<file path="src/design/slbc_pkg.sv">
// Package for the status LED blink controller.
// Holds the event, colour, cue and register index codes and the colour drive table.
// No dependencies.
`default_nettype none

package slbc_pkg;

    // Event codes carried by the action field
    typedef enum logic [2:0] {
        ACT_TICK       = 3'd0,
        ACT_FLAG_WRITE = 3'd1,
        ACT_WARN_BTN   = 3'd2,
        ACT_PAIR_BTN   = 3'd3,
        ACT_CONNECT    = 3'd4,
        ACT_DISCONNECT = 3'd5
    } t_action;

    // LED colour codes
    typedef enum logic [2:0] {
        COL_YELLOW = 3'd0,
        COL_RED    = 3'd1,
        COL_GREEN  = 3'd2,
        COL_PURPLE = 3'd3,
        COL_BLUE   = 3'd4,
        COL_OFF    = 3'd5
    } t_color;

    // Buzzer cue codes
    typedef enum logic [1:0] {
        CUE_NONE       = 2'd0,
        CUE_CONNECT    = 2'd1,
        CUE_DISCONNECT = 2'd2
    } t_cue;

    // Configuration register indexes
    typedef enum logic [1:0] {
        REG_BLINK_INTERVAL = 2'd0,
        REG_BLINK_PAUSE    = 2'd1,
        REG_PAIR_TIMEOUT   = 2'd2
    } t_reg_index;

    localparam int CfgIndexWidth = 2;
    localparam int CfgDataWidth  = 20;
    localparam int IntervalWidth = 16;
    localparam int TimeoutWidth  = 20;
    localparam int LevelWidth    = 8;

    localparam logic [15:0] RstBlinkInterval = 16'd500;
    localparam logic [15:0] RstBlinkPause    = 16'd3000;
    localparam logic [19:0] RstPairTimeout   = 20'd300000;
    localparam logic [15:0] PairBlinks       = 16'd50000;
    localparam logic [19:0] ElapsedMax       = 20'hFFFFF;
    localparam logic [6:0]  CountMask        = 7'd127;

    typedef struct packed {
        logic [LevelWidth-1:0] red;
        logic [LevelWidth-1:0] green;
        logic [LevelWidth-1:0] blue;
    } t_levels;

    // RGB drive for each colour; codes without a colour drive dark
    function automatic t_levels color_levels(input logic [2:0] color);
        t_levels lv;
        lv = '0;
        case (color)
            COL_RED: begin
                lv.red = 8'd255;
            end
            COL_YELLOW: begin
                lv.red   = 8'd255;
                lv.green = 8'd40;
                lv.blue  = 8'd10;
            end
            COL_GREEN: begin
                lv.green = 8'd255;
            end
            COL_BLUE: begin
                lv.blue = 8'd255;
            end
            COL_PURPLE: begin
                lv.red  = 8'd255;
                lv.blue = 8'd150;
            end
            default: begin
                lv = '0;
            end
        endcase
        return lv;
    endfunction

endpackage

`default_nettype wire

</file>
<file path="src/design/status_led_blink_controller_top.sv">
// Status LED blink controller, top level.
// Applies one event per transaction to the LED, pairing and link state; uses slbc_pkg.
//
//   channel | direction | handshake                  | payload
//   --------+-----------+----------------------------+-------------------------------------
//   in      | input     | i_in_valid / o_in_stall    | i_action, i_flag_value
//   out     | output    | o_out_valid / i_out_stall  | o_*_level, o_advertising, o_sound_cue,
//           |           |                            | o_flag_cleared
//   cfg     | input     | i_cfg_we                   | i_cfg_index, i_cfg_wdata
//
// One transaction per clock while input is not stalled: the state update and the result
// are computed in a single pass and the result appears in the output register in the
// cycle after acceptance. The output register is the only stage; input is stalled only
// while a result waits and i_out_stall is high.
// Synchronous active-low reset restores the register defaults and the power-up state
// (purple colour, LED shown off, nothing blinking).
`default_nettype none

module status_led_blink_controller_top (
    input  wire logic                                 i_clk,
    input  wire logic                                 i_rst_n,
    input  wire logic                                 i_in_valid,
    output logic                                      o_in_stall,
    input  wire logic [2:0]                           i_action,
    input  wire logic [7:0]                           i_flag_value,
    output logic                                      o_out_valid,
    input  wire logic                                 i_out_stall,
    output logic [7:0]                                o_red_level,
    output logic [7:0]                                o_green_level,
    output logic [7:0]                                o_blue_level,
    output logic                                      o_advertising,
    output logic [1:0]                                o_sound_cue,
    output logic                                      o_flag_cleared,
    input  wire logic                                 i_cfg_we,
    input  wire logic [slbc_pkg::CfgIndexWidth-1:0]   i_cfg_index,
    input  wire logic [slbc_pkg::CfgDataWidth-1:0]    i_cfg_wdata
);
    import slbc_pkg::*;

    // Configuration registers
    logic [IntervalWidth-1:0] r_blink_interval;
    logic [IntervalWidth-1:0] r_blink_pause;
    logic [TimeoutWidth-1:0]  r_pair_timeout;

    // Controller state
    logic [2:0]               r_led_color,      n_led_color;
    logic [2:0]               r_shown_color,    n_shown_color;
    logic                     r_blink_active,   n_blink_active;
    logic                     r_led_lit,        n_led_lit;
    logic                     r_warning_active, n_warning_active;
    logic                     r_pairing_active, n_pairing_active;
    logic                     r_link_connected, n_link_connected;
    logic [15:0]              r_blink_target,   n_blink_target;
    logic [15:0]              r_blink_done,     n_blink_done;
    logic [15:0]              r_wait_left,      n_wait_left;
    logic [TimeoutWidth-1:0]  r_pair_elapsed,   n_pair_elapsed;

    // Result register
    logic                     r_out_valid;
    t_levels                  r_levels,         n_levels;
    logic                     r_advertising;
    logic [1:0]               r_sound_cue,      n_sound_cue;
    logic                     r_flag_cleared,   n_flag_cleared;

    logic                     in_accept;
    logic [15:0]              done_inc;

    assign o_in_stall = r_out_valid && i_out_stall;
    assign in_accept  = i_in_valid && !o_in_stall;

    // Write configuration registers
    always_ff @(posedge i_clk) begin
        if (!i_rst_n) begin
            r_blink_interval <= RstBlinkInterval;
            r_blink_pause    <= RstBlinkPause;
            r_pair_timeout   <= RstPairTimeout;
        end else if (i_cfg_we) begin
            case (i_cfg_index)
                REG_BLINK_INTERVAL: r_blink_interval <= i_cfg_wdata[IntervalWidth-1:0];
                REG_BLINK_PAUSE:    r_blink_pause    <= i_cfg_wdata[IntervalWidth-1:0];
                REG_PAIR_TIMEOUT:   r_pair_timeout   <= i_cfg_wdata[TimeoutWidth-1:0];
                default: begin
                end
            endcase
        end
    end

    // Apply the event, then the LED step, then the pairing timeout
    always_comb begin
        n_led_color      = r_led_color;
        n_shown_color    = r_shown_color;
        n_blink_active   = r_blink_active;
        n_led_lit        = r_led_lit;
        n_warning_active = r_warning_active;
        n_pairing_active = r_pairing_active;
        n_link_connected = r_link_connected;
        n_blink_target   = r_blink_target;
        n_blink_done     = r_blink_done;
        n_wait_left      = r_wait_left;
        n_pair_elapsed   = r_pair_elapsed;
        n_sound_cue      = CUE_NONE;
        n_flag_cleared   = 1'b0;
        done_inc         = r_blink_done + 16'd1;

        // event
        case (i_action)
            ACT_TICK: begin
                if (r_wait_left != '0) begin
                    n_wait_left = r_wait_left - 16'd1;
                end
                if (r_pairing_active && (r_pair_elapsed != ElapsedMax)) begin
                    n_pair_elapsed = r_pair_elapsed + 20'd1;
                end
            end
            ACT_FLAG_WRITE: begin
                n_blink_target = {9'd0, i_flag_value[6:0] & CountMask};
                if (i_flag_value[6:0] == '0) begin
                    n_led_color      = COL_GREEN;
                    n_blink_active   = 1'b0;
                    n_warning_active = 1'b0;
                end else begin
                    n_led_color      = i_flag_value[7] ? COL_RED : COL_YELLOW;
                    n_blink_active   = 1'b1;
                    n_warning_active = 1'b1;
                end
            end
            ACT_WARN_BTN: begin
                if (r_warning_active) begin
                    n_blink_active   = 1'b0;
                    n_led_color      = COL_GREEN;
                    n_warning_active = 1'b0;
                    n_flag_cleared   = 1'b1;
                end
            end
            ACT_PAIR_BTN: begin
                if (!r_link_connected) begin
                    n_pairing_active = 1'b1;
                    n_pair_elapsed   = '0;
                    n_led_color      = COL_BLUE;
                    n_blink_target   = PairBlinks;
                    n_blink_active   = 1'b1;
                end
            end
            ACT_CONNECT: begin
                n_pairing_active = 1'b0;
                n_led_color      = COL_GREEN;
                n_blink_active   = 1'b0;
                n_led_lit        = 1'b1;
                n_link_connected = 1'b1;
                n_sound_cue      = CUE_CONNECT;
            end
            ACT_DISCONNECT: begin
                n_led_color      = COL_PURPLE;
                n_blink_active   = 1'b0;
                n_led_lit        = 1'b1;
                n_link_connected = 1'b0;
                n_sound_cue      = CUE_DISCONNECT;
            end
            default: begin
            end
        endcase

        // LED step: steady colour, or toggle when the wait has run out
        done_inc = n_blink_done + 16'd1;
        if (!n_blink_active) begin
            n_shown_color = n_led_color;
        end else if (n_wait_left == '0) begin
            if (n_led_lit) begin
                n_shown_color = COL_OFF;
                n_led_lit     = 1'b0;
                if (done_inc >= n_blink_target) begin
                    n_wait_left  = r_blink_pause;
                    n_blink_done = '0;
                end else begin
                    n_wait_left  = r_blink_interval;
                    n_blink_done = done_inc;
                end
            end else begin
                n_shown_color = n_led_color;
                n_led_lit     = 1'b1;
                n_wait_left   = r_blink_interval;
            end
        end

        // pairing timeout
        if (n_pairing_active && (n_pair_elapsed >= r_pair_timeout)) begin
            n_pairing_active = 1'b0;
            n_led_color      = COL_PURPLE;
            n_blink_active   = 1'b0;
            n_led_lit        = 1'b1;
            n_sound_cue      = CUE_DISCONNECT;
        end

        n_levels = color_levels(n_shown_color);
    end

    // Advance state on each accepted transaction
    always_ff @(posedge i_clk) begin
        if (!i_rst_n) begin
            r_led_color      <= COL_PURPLE;
            r_shown_color    <= COL_OFF;
            r_blink_active   <= 1'b0;
            r_led_lit        <= 1'b0;
            r_warning_active <= 1'b0;
            r_pairing_active <= 1'b0;
            r_link_connected <= 1'b0;
            r_blink_target   <= '0;
            r_blink_done     <= '0;
            r_wait_left      <= '0;
            r_pair_elapsed   <= '0;
        end else if (in_accept) begin
            r_led_color      <= n_led_color;
            r_shown_color    <= n_shown_color;
            r_blink_active   <= n_blink_active;
            r_led_lit        <= n_led_lit;
            r_warning_active <= n_warning_active;
            r_pairing_active <= n_pairing_active;
            r_link_connected <= n_link_connected;
            r_blink_target   <= n_blink_target;
            r_blink_done     <= n_blink_done;
            r_wait_left      <= n_wait_left;
            r_pair_elapsed   <= n_pair_elapsed;
        end
    end

    // Hold the result until the consumer takes it
    always_ff @(posedge i_clk) begin
        if (!i_rst_n) begin
            r_out_valid <= 1'b0;
        end else if (in_accept) begin
            r_out_valid <= 1'b1;
        end else if (!i_out_stall) begin
            r_out_valid <= 1'b0;
        end
    end

    always_ff @(posedge i_clk) begin
        if (in_accept) begin
            r_levels       <= n_levels;
            r_advertising  <= n_pairing_active;
            r_sound_cue    <= n_sound_cue;
            r_flag_cleared <= n_flag_cleared;
        end
    end

    assign o_out_valid    = r_out_valid;
    assign o_red_level    = r_levels.red;
    assign o_green_level  = r_levels.green;
    assign o_blue_level   = r_levels.blue;
    assign o_advertising  = r_advertising;
    assign o_sound_cue    = r_sound_cue;
    assign o_flag_cleared = r_flag_cleared;

    // Pairing is never active while the link is up
    a_pair_not_connected: assert property (@(posedge i_clk) disable iff (!i_rst_n)
        r_pairing_active |-> !r_link_connected)
        else $error("pairing active while connected");

    // A connect yields the connect cue and stops advertising
    a_connect_result: assert property (@(posedge i_clk) disable iff (!i_rst_n)
        (in_accept && (i_action == ACT_CONNECT)) |=>
            (o_out_valid && (o_sound_cue == CUE_CONNECT) && !o_advertising))
        else $error("connect result wrong");

    // Input is only held off by a waiting result
    a_stall_cause: assert property (@(posedge i_clk) disable iff (!i_rst_n)
        o_in_stall |-> o_out_valid)
        else $error("input stalled with no result pending");

endmodule

`default_nettype wire
</file>
<file path="config.mk">
export PLATFORM = sky130hd
export DESIGN_NAME = status_led_blink_controller_top
export DESIGN_NICKNAME = d
export VERILOG_FILES = /design/src/design/slbc_pkg.sv /design/src/design/status_led_blink_controller_top.sv
export SDC_FILE = /design/constraint.sdc
export NUM_CORES = 1
export LEC_CHECK = 0
export BUFFER_PORTS_ARGS = -buffer_cell sky130_fd_sc_hd__buf_2
export CORE_MARGIN = 2
export CORE_UTILIZATION = 60
export DETAILED_ROUTE_END_ITERATION = 8
export PLACE_DENSITY = 0.8
export SLEW_MARGIN = 5
export SYNTH_ARGS = -nofsm -noshare
export SYNTH_HDL_FRONTEND = slang
export SYNTH_SLANG_ARGS = --single-unit
export TNS_END_PERCENT = 5
</file>
<file path="constraint.sdc">
create_clock -name i_clk -period 6.29 [get_ports i_clk]
set_input_delay 1.258 -clock i_clk [delete_from_list [all_inputs] [get_ports i_clk]]
set_output_delay 1.258 -clock i_clk [all_outputs]
set_load 0.02 [all_outputs]
</file>
==> qor.txt, run 1 <==
Post-DRT Antenna Nets - 0
Yosys cell types - 79
CTS clk-pin slew, worst paths - 0.06 ns
Cell area after synthesis - 0.00843 mm²
CP Launch Point - i_action[1]
Synth Area in Compound Gates - 21.8%
Setup TNS - 0 ns
Grt ovf - 0
Max-slew violation count - 0
FFs w/ async S/R, synth - 0%
Die H - 123 µm
Setup violators final - 0
Worst Setup EP - r_led_lit
Critical Path RT - 6.65 ns
Via density - 6.12
CP Depth - 14
TritonCTS Buffers - 17
Max incr delay on CP - 0.67 ns
Mapped Nets - 1137
# Max-Cap Violations - 0
Pin count of the biggest net entering global routing - 61
Register area - 0.00297 mm²
Mapped Cells - 1058
R2r startpoint - r_blink_done[0]
Layout cells sized above 1 - 13.2%
Pwr Density - 301 mW/mm²
R2R depth - 15
Core area - 0.0138 mm²
Final Hold Violating Endpoints - 0
RSZ-0062 raised after global routing - no
Ys flop type - dfxtp_1
Post-CTS Setup Bufs - 0
Crit path cell chain - buf_2, or3_1, buf_4, nand2b_1, o21ai_0, a32o_1, ha_1, a21o_1, a21o_1, a21oi_1, o21ai_0, a31oi_1, nor3_1, o221a_2
WL/cell - 16.7 µm
N_diodes - 0
Detailed Place HPWL - 14100 µm
Slew @ Worst Pin - 1.05 ns
Top delay family on crit path - simple AND/OR/NAND/NOR gates
Critical path capture point type - flop
Crit path buffers/inverters - 2
IO Pins - 68
Hold Path Class - flop to flop
Iteration-0 DRC Markers - 708
Multiplexer share of the synthesized area - 3.00%
Worst slack, placed - 1.33 ns
Die Wd - 123 µm
Sequential area share after synthesis - 35.3%
VDD IR max - 0.168 mV
First-pass GRT wire length - 34800 µm
Most common cell after layout, fill and taps aside - nand2_1
Hold_buf cts - 0
Drt total wl - 21200 µm
Layout fillers - 1149
Resize count post-CTS - 0
Adder-cell share of the synthesized area - 6.09%
Port bufs - 67
Post-placement cell area - 0.00869 mm²
CP Max Fanout - 29
Area of the multi-input gates - 0.00495 mm²
Sw Ratio - 32.6%
Fmax - 217 MHz
Worst hold slack - 0.454 ns
Rows - 43
Slew margin rel. - 29.8%
Fin nets - 1157
Finished Cell Area - 0.00930 mm²
Residual DRC - 0
Reg-to-reg critical path endpoint - r_blink_done[8]
Clk pwr share - 36.8%
P_leak - 3.88 nW
P_sw - 0.000912 W
Total track usage - 29.2%
Int Power - 0.00189 W
Critical path arrival - 4.96 ns
Clock skew - 0.00896 ns
EDFF count, synth - 11
Post-Synth Simple-Gate Area - 26.1%
CTS tree - done
Most frequent cells in the layout - nand2_1, dfxtp_1, nor2_1, a21oi_1, buf_2
Power, Total - 0.00280 W
Final worst setup slack - 1.69 ns
Tcrit/Tclk final - 73.1%
Avg Inst Size Synth - 7.97 µm²
Synth Area in XOR/XNOR - 1.77%
Flops & latches, synth - 143
Main combinational cell family by area after synthesis - simple AND/OR/NAND/NOR gates
Vias in the first global route - 7076
Crit Path Class - input port to flop
H-tree levels - 4
Latest clock arrival within the worst-skew pair - 0.42 ns
Clock Tree Root - clkbuf_16
# clock sinks - 143
Die area - 0.0150 mm²
Reg power frac - 37.2%
RD Place Congestion - 0.922
Layout area overhead - 10.3%
Starting Density - 61.0%
Startpoint Class - input port
Status - completed
Cell with the largest stage delay on the worst path - nor3_1
Yosys warnings - 0
Tmin final - 4.60 ns
Reg2reg setup slack - 1.99 ns
Initial antenna violation count - 0
Comb pwr share - 25.9%
Clk buf depth - 2
TritonRoute pass-1 iters - 7
Routed vias - 7773
[power groups by stage]
stage | Clock [W] | Sequential, W | Combinational (W)
CTS | 0.00104 | 0.00104 | 0.000718
floorplan | 0 | 0.00106 | 0.000591
global placement | 0 | 0.00106 | 0.000704
finish | 0.00103 | 0.00104 | 0.000726
detailed placement | 0 | 0.00106 | 0.000711
global route | 0.00108 | 0.00105 | 0.000802
[worst register-to-register path: cells and delay by family (launching register included)]
family	cells	cell delay [ns]
and+or+nand+nor	6	1.82
AOI/OAI and AO/OA	5	1.22
adders and majority gates	2	0.43
DFF	1	0.42
buffers and inverters	1	0.25
xor gates and xnor gates	1	0.10
[synth_stat cells, types with 13 or more instances]
library cell  number  area, µm²
a211oi_1          18        135
a21o_1            18        135
a21oi_1           85        425
a22oi_1           15        113
and3_1            19        119
buf_4             17        128
clkbuf_1          48        180
dfxtp_1          132       2640
ha_1              41        513
inv_1             32        120
mux2i_1           14        140
nand2_1          162        608
nand2b_1          13       81.3
nand3_1           42        210
nor2_1            86        323
nor3_1            25        125
o211ai_1          13       97.6
o21ai_0           48        240
[how the worst min path moves through the flow]
| stage | slack (ns) | cells past startpoint | end | start |
|---|---|---|---|---|
| final | 0.45 | 2 | r_blink_interval[0] | r_blink_interval[0] |
| after floorplan | 0.43 | 2 | r_blink_interval[11] | r_blink_interval[11] |
| after global routing | 0.48 | 2 | r_pair_timeout[1] | r_pair_timeout[1] |
| after global placement | 0.44 | 2 | r_blink_interval[0] | r_blink_interval[0] |
| after CTS | 0.46 | 2 | r_pair_timeout[2] | r_pair_timeout[2] |
| after detailed placement | 0.45 | 2 | r_pair_timeout[2] | r_pair_timeout[2] |
[registers in the layout, indices dropped and copies added, names as in the netlist, 4 cells and up]
signal	flops
o_blue_level	4
r_wait_left	16
r_blink_target	16
r_pair_elapsed	20
r_blink_interval	16
r_pair_timeout	20
r_blink_done	16
r_blink_pause	16
[cell type report]
class	count	area share, %
inverters	32	1.29
repair buffers	78	4.49
multi-input cells	806	53.3
well taps	180	2.42
clock buffers	21	5.18
clock inverters	11	1.39
flip-flops and latches	143	32.0
[metal layers]
layer	part of all wire, %	up-vias	track usage, %
li1	-	3862	-
met1	46	3629	38.1
met2	47	245	46.9
met3	5.0	37	5.72
met4	2.8	0	12.4
met5	0	-	0
[per-stage QoR]
| stage | std cells | utilization (%) |
|---|---|---|
| 2_1_floorplan | 1058 | - |
| 3_3_place_gp | 1239 | 62.8 |
| 3_5_place_dp | 1239 | 62.8 |
| 4_1_cts | 1271 | 67.3 |
| 5_1_grt | 1271 | 67.3 |
| 6_report | 1271 | 67.3 |
[kinds of logic (layout without fill, tap and decap cells)]
family | Yosys count | after routing
buf+inv | 109 | 142
compound gates | 283 | 283
simple gates | 441 | 441
flops | 143 | 143
mux | 24 | 24
fa+ha+maj | 41 | 41
xor+xnor | 17 | 17
Power figures use the tool's default switching activity.
==> run 2: changes to the inputs <==
==> constraint.sdc (replaced) <==
create_clock -name i_clk -period 4.82 [get_ports i_clk]
set_input_delay 0.964 -clock i_clk [delete_from_list [all_inputs] [get_ports i_clk]]
set_output_delay 0.964 -clock i_clk [all_outputs]
set_load 0.02 [all_outputs]
==> run 2 against run 1 <==
  * Flip-flop and latch count did not move
  * Register-to-register slack worse by 1.4 ns
  * Cell count up 0.31%
  * Power up 27%
  * First-iteration DRC count up 16%
  * Die area did not move
  * Setup slack worse by 1.1 ns
  * Clock-buffer cell count increased by 3
  * Clock power rose by 22%
  * Critical endpoint is now o_sound_cue[1]
  * Via count increased by 0.36%
==> qor.txt, run 2 (synthesized netlist as in run 1, its figures left out) <==
# clock sinks - 143 (unchanged)
Crit Path Class - flop to flop
R2r startpoint - r_pair_elapsed[8]
First-pass GRT wire length - 33700 µm (-2.9%)
P_sw - 0.00117 W (+28%)
Reg power frac - 38.2% (+1.0 points)
IO Pins - 68 (unchanged)
Die Wd - 123 µm (unchanged)
Clock skew - 0.00650 ns (-0.00247 ns)
CP Launch Point - r_pair_elapsed[8]
Hold Startpoint - r_blink_interval[12]
# Max-Cap Violations - 0 (unchanged)
Post-DRT Antenna Nets - 0 (unchanged)
Vias in the first global route - 6829 (-3.5%)
Grt met3 use - 5.72% (unchanged)
Initial antenna violation count - 0 (unchanged)
Sw Ratio - 32.8% (+0.23 points)
CTS clk-pin slew, worst paths - 0.06 ns (about the same)
CP most frequent cell - and3_1
Startpoint Class - flop
Pwr Density - 384 mW/mm² (+28%)
RSZ-0062 raised after global routing - no
Comb pwr share - 26.5% (+0.6 points)
Worst slack, placed - 0.414 ns (-0.918 ns)
CP Max Fanout - 8 (-72%)
Int Power - 0.00240 W (+27%)
CP Depth - 14 (unchanged)
VDD IR max - 0.290 mV (+72%)
Tmin final - 4.26 ns
Grt met2 use - 44.2% (-2.8 points)
Critical path capture point type - flop
Total track usage - 28.3% (-0.90 points)
GR peak layer - met2
Top delay family on crit path - compound AO/OA/AOI/OAI gates
Max-slew violation count - 0 (unchanged)
Largest registers - r_pair_elapsed (20), r_pair_timeout (20)
Die area - 0.0150 mm² (unchanged)
Post-placement cell area - 0.00872 mm² (+0.35%)
Setup violators final - 0 (unchanged)
Critical Path RT - 5.00 ns (-1.65 ns)
Iteration-0 DRC Markers - 824 (+16%)
Reg-to-reg critical path endpoint - o_sound_cue[1]
RD Place Congestion - 0.955 (+3.6%)
Core area - 0.0138 mm² (unchanged)
H-tree levels - 4 (unchanged)
WL/cell - 16.4 µm (-1.8%)
TritonCTS Buffers - 17 (unchanged)
Max incr delay on CP - 0.46 ns (-0.21 ns)
Die H - 123 µm (unchanged)
Layout area overhead - 10.1%
Cell with the largest stage delay on the worst path - a2111oi_0
Fin nets - 1161 (+0.35%)
Worst Setup EP - o_sound_cue[1]
Port bufs - 67 (unchanged)
Clk buf depth - 2 (unchanged)
Latest clock arrival within the worst-skew pair - 0.43 ns (about the same)
Via density - 6.12 (about the same)
Crit path cell chain - nand3_1, or3_1, a2111oi_0, buf_4, and3_1, and3_1, nand2_1, o21ai_0, ha_1, a211oi_1, nand4_1, a31oi_1, nor3_1, a21o_1
Routed vias - 7801 (+0.36%)
Post-CTS Setup Bufs - 0 (unchanged)
Drt total wl - 20900 µm (-1.5%)
Resize count post-CTS - 0 (unchanged)
R2R depth - 14 (-1)
Finished Cell Area - 0.00928 mm² (-0.22%)
Final Hold Violating Endpoints - 0 (unchanged)
GRT met1 Usage - 38.6% (+0.48 points)
Setup TNS - 0 ns (unchanged)
Final core utilization - 67.1% (-0.14 points)
Residual DRC - 0 (unchanged)
Critical path arrival - 4.44 ns (-0.52 ns)
Hold_buf cts - 0 (unchanged)
Grt ovf - 0 (unchanged)
Crit path buffers/inverters - 1 (-1)
Hold Path Class - flop to flop
Tcrit/Tclk final - 88.3%
Detailed Place HPWL - 14000 µm (-0.54%)
CTS tree - done
Status - completed
Layout cells sized above 1 - 13.2% (+0.043 points)
Rows - 43 (unchanged)
Starting Density - 61.0% (unchanged)
Reg2reg setup slack - 0.56 ns (-1.43 ns)
Most frequent cells in the layout - nand2_1, dfxtp_1, nor2_1, a21oi_1, buf_2
Clk pwr share - 35.3% (-1.5 points)
Slew margin rel. - 33.9% (+4.1 points)
Slew @ Worst Pin - 0.991 ns (-0.0620 ns)
Clock Tree Root - clkbuf_16
Layout fillers - 1132 (-1.5%)
P_leak - 3.88 nW (about the same)
Most common cell after layout, fill and taps aside - nand2_1
Fmax - 235 MHz
TritonRoute pass-1 iters - 7 (unchanged)
N_diodes - 0 (unchanged)
Final worst setup slack - 0.562 ns (-1.13 ns)
Pin count of the biggest net entering global routing - 85 (+39%)
==> run 2: cell types whose count changed in the layout (fill, tap and decap cells not counted), sizes merged <==
cell      change
inv           +2
clkinvlp      -1
clkinv        -3
buf           +4
clkbuf        +3
bufinv        -1
==> run 2: cell type report <==
| type | instances | area (µm²) | area share [%] |
|---|---|---|---|
| Tap cell | 180 | 225 | 2.43 |
| Sequential cell | 143 | 2970 | 32.0 |
| Clock buffer | 24 | 482 | 5.19 |
| Clock inverter | 8 | 78.8 | 0.850 |
| Multi-Input combinational cell | 806 | 4950 | 53.4 |
| Timing Repair Buffer | 82 | 448 | 4.83 |
| Inverter | 32 | 120 | 1.29 |
==> run 2: power by group through the flow <==
stage,clock (W),sequential (W),combinational [W]
after floorplan,0,0.00138,0.000771
after global placement,0,0.00138,0.000922
after detailed placement,0,0.00138,0.000930
after CTS,0.00127,0.00136,0.000935
after global routing,0.00133,0.00137,0.00105
final,0.00126,0.00136,0.000944
==> run 2: metal layers <==
layer	wire, µm	vias up
li1	-	3876
met1	9620	3603
met2	9580	283
met3	1220	39
met4	465	0
met5	0	-
==> run 2: worst min-delay path, stage by stage, from the launching register on <==
cell	delay, ns
dfxtp_1	0.31
nand2_1	0.05
a21oi_1	0.05
==> run 2: stage by stage <==
stage,cells,hold WS (ns),power [W]
CTS,1275,0.455,0.00356
global placement,1243,0.441,0.00230
finish,1275,0.454,0.00356
detailed placement,1243,0.445,0.00231
floorplan,1058,0.433,0.00215
global route,1275,0.469,0.00375
==> run 2: how the worst min path moves through the flow <==
stage                                 endpoint  slack (ns)  cells after the start
after floorplan           r_blink_interval[11]        0.43                      2
after global placement       r_blink_pause[14]        0.44                      2
after detailed placement  r_blink_interval[12]        0.45                      2
after CTS                    r_pair_timeout[3]        0.45                      2
after global routing         r_pair_timeout[3]        0.47                      2
final                     r_blink_interval[12]        0.45                      2
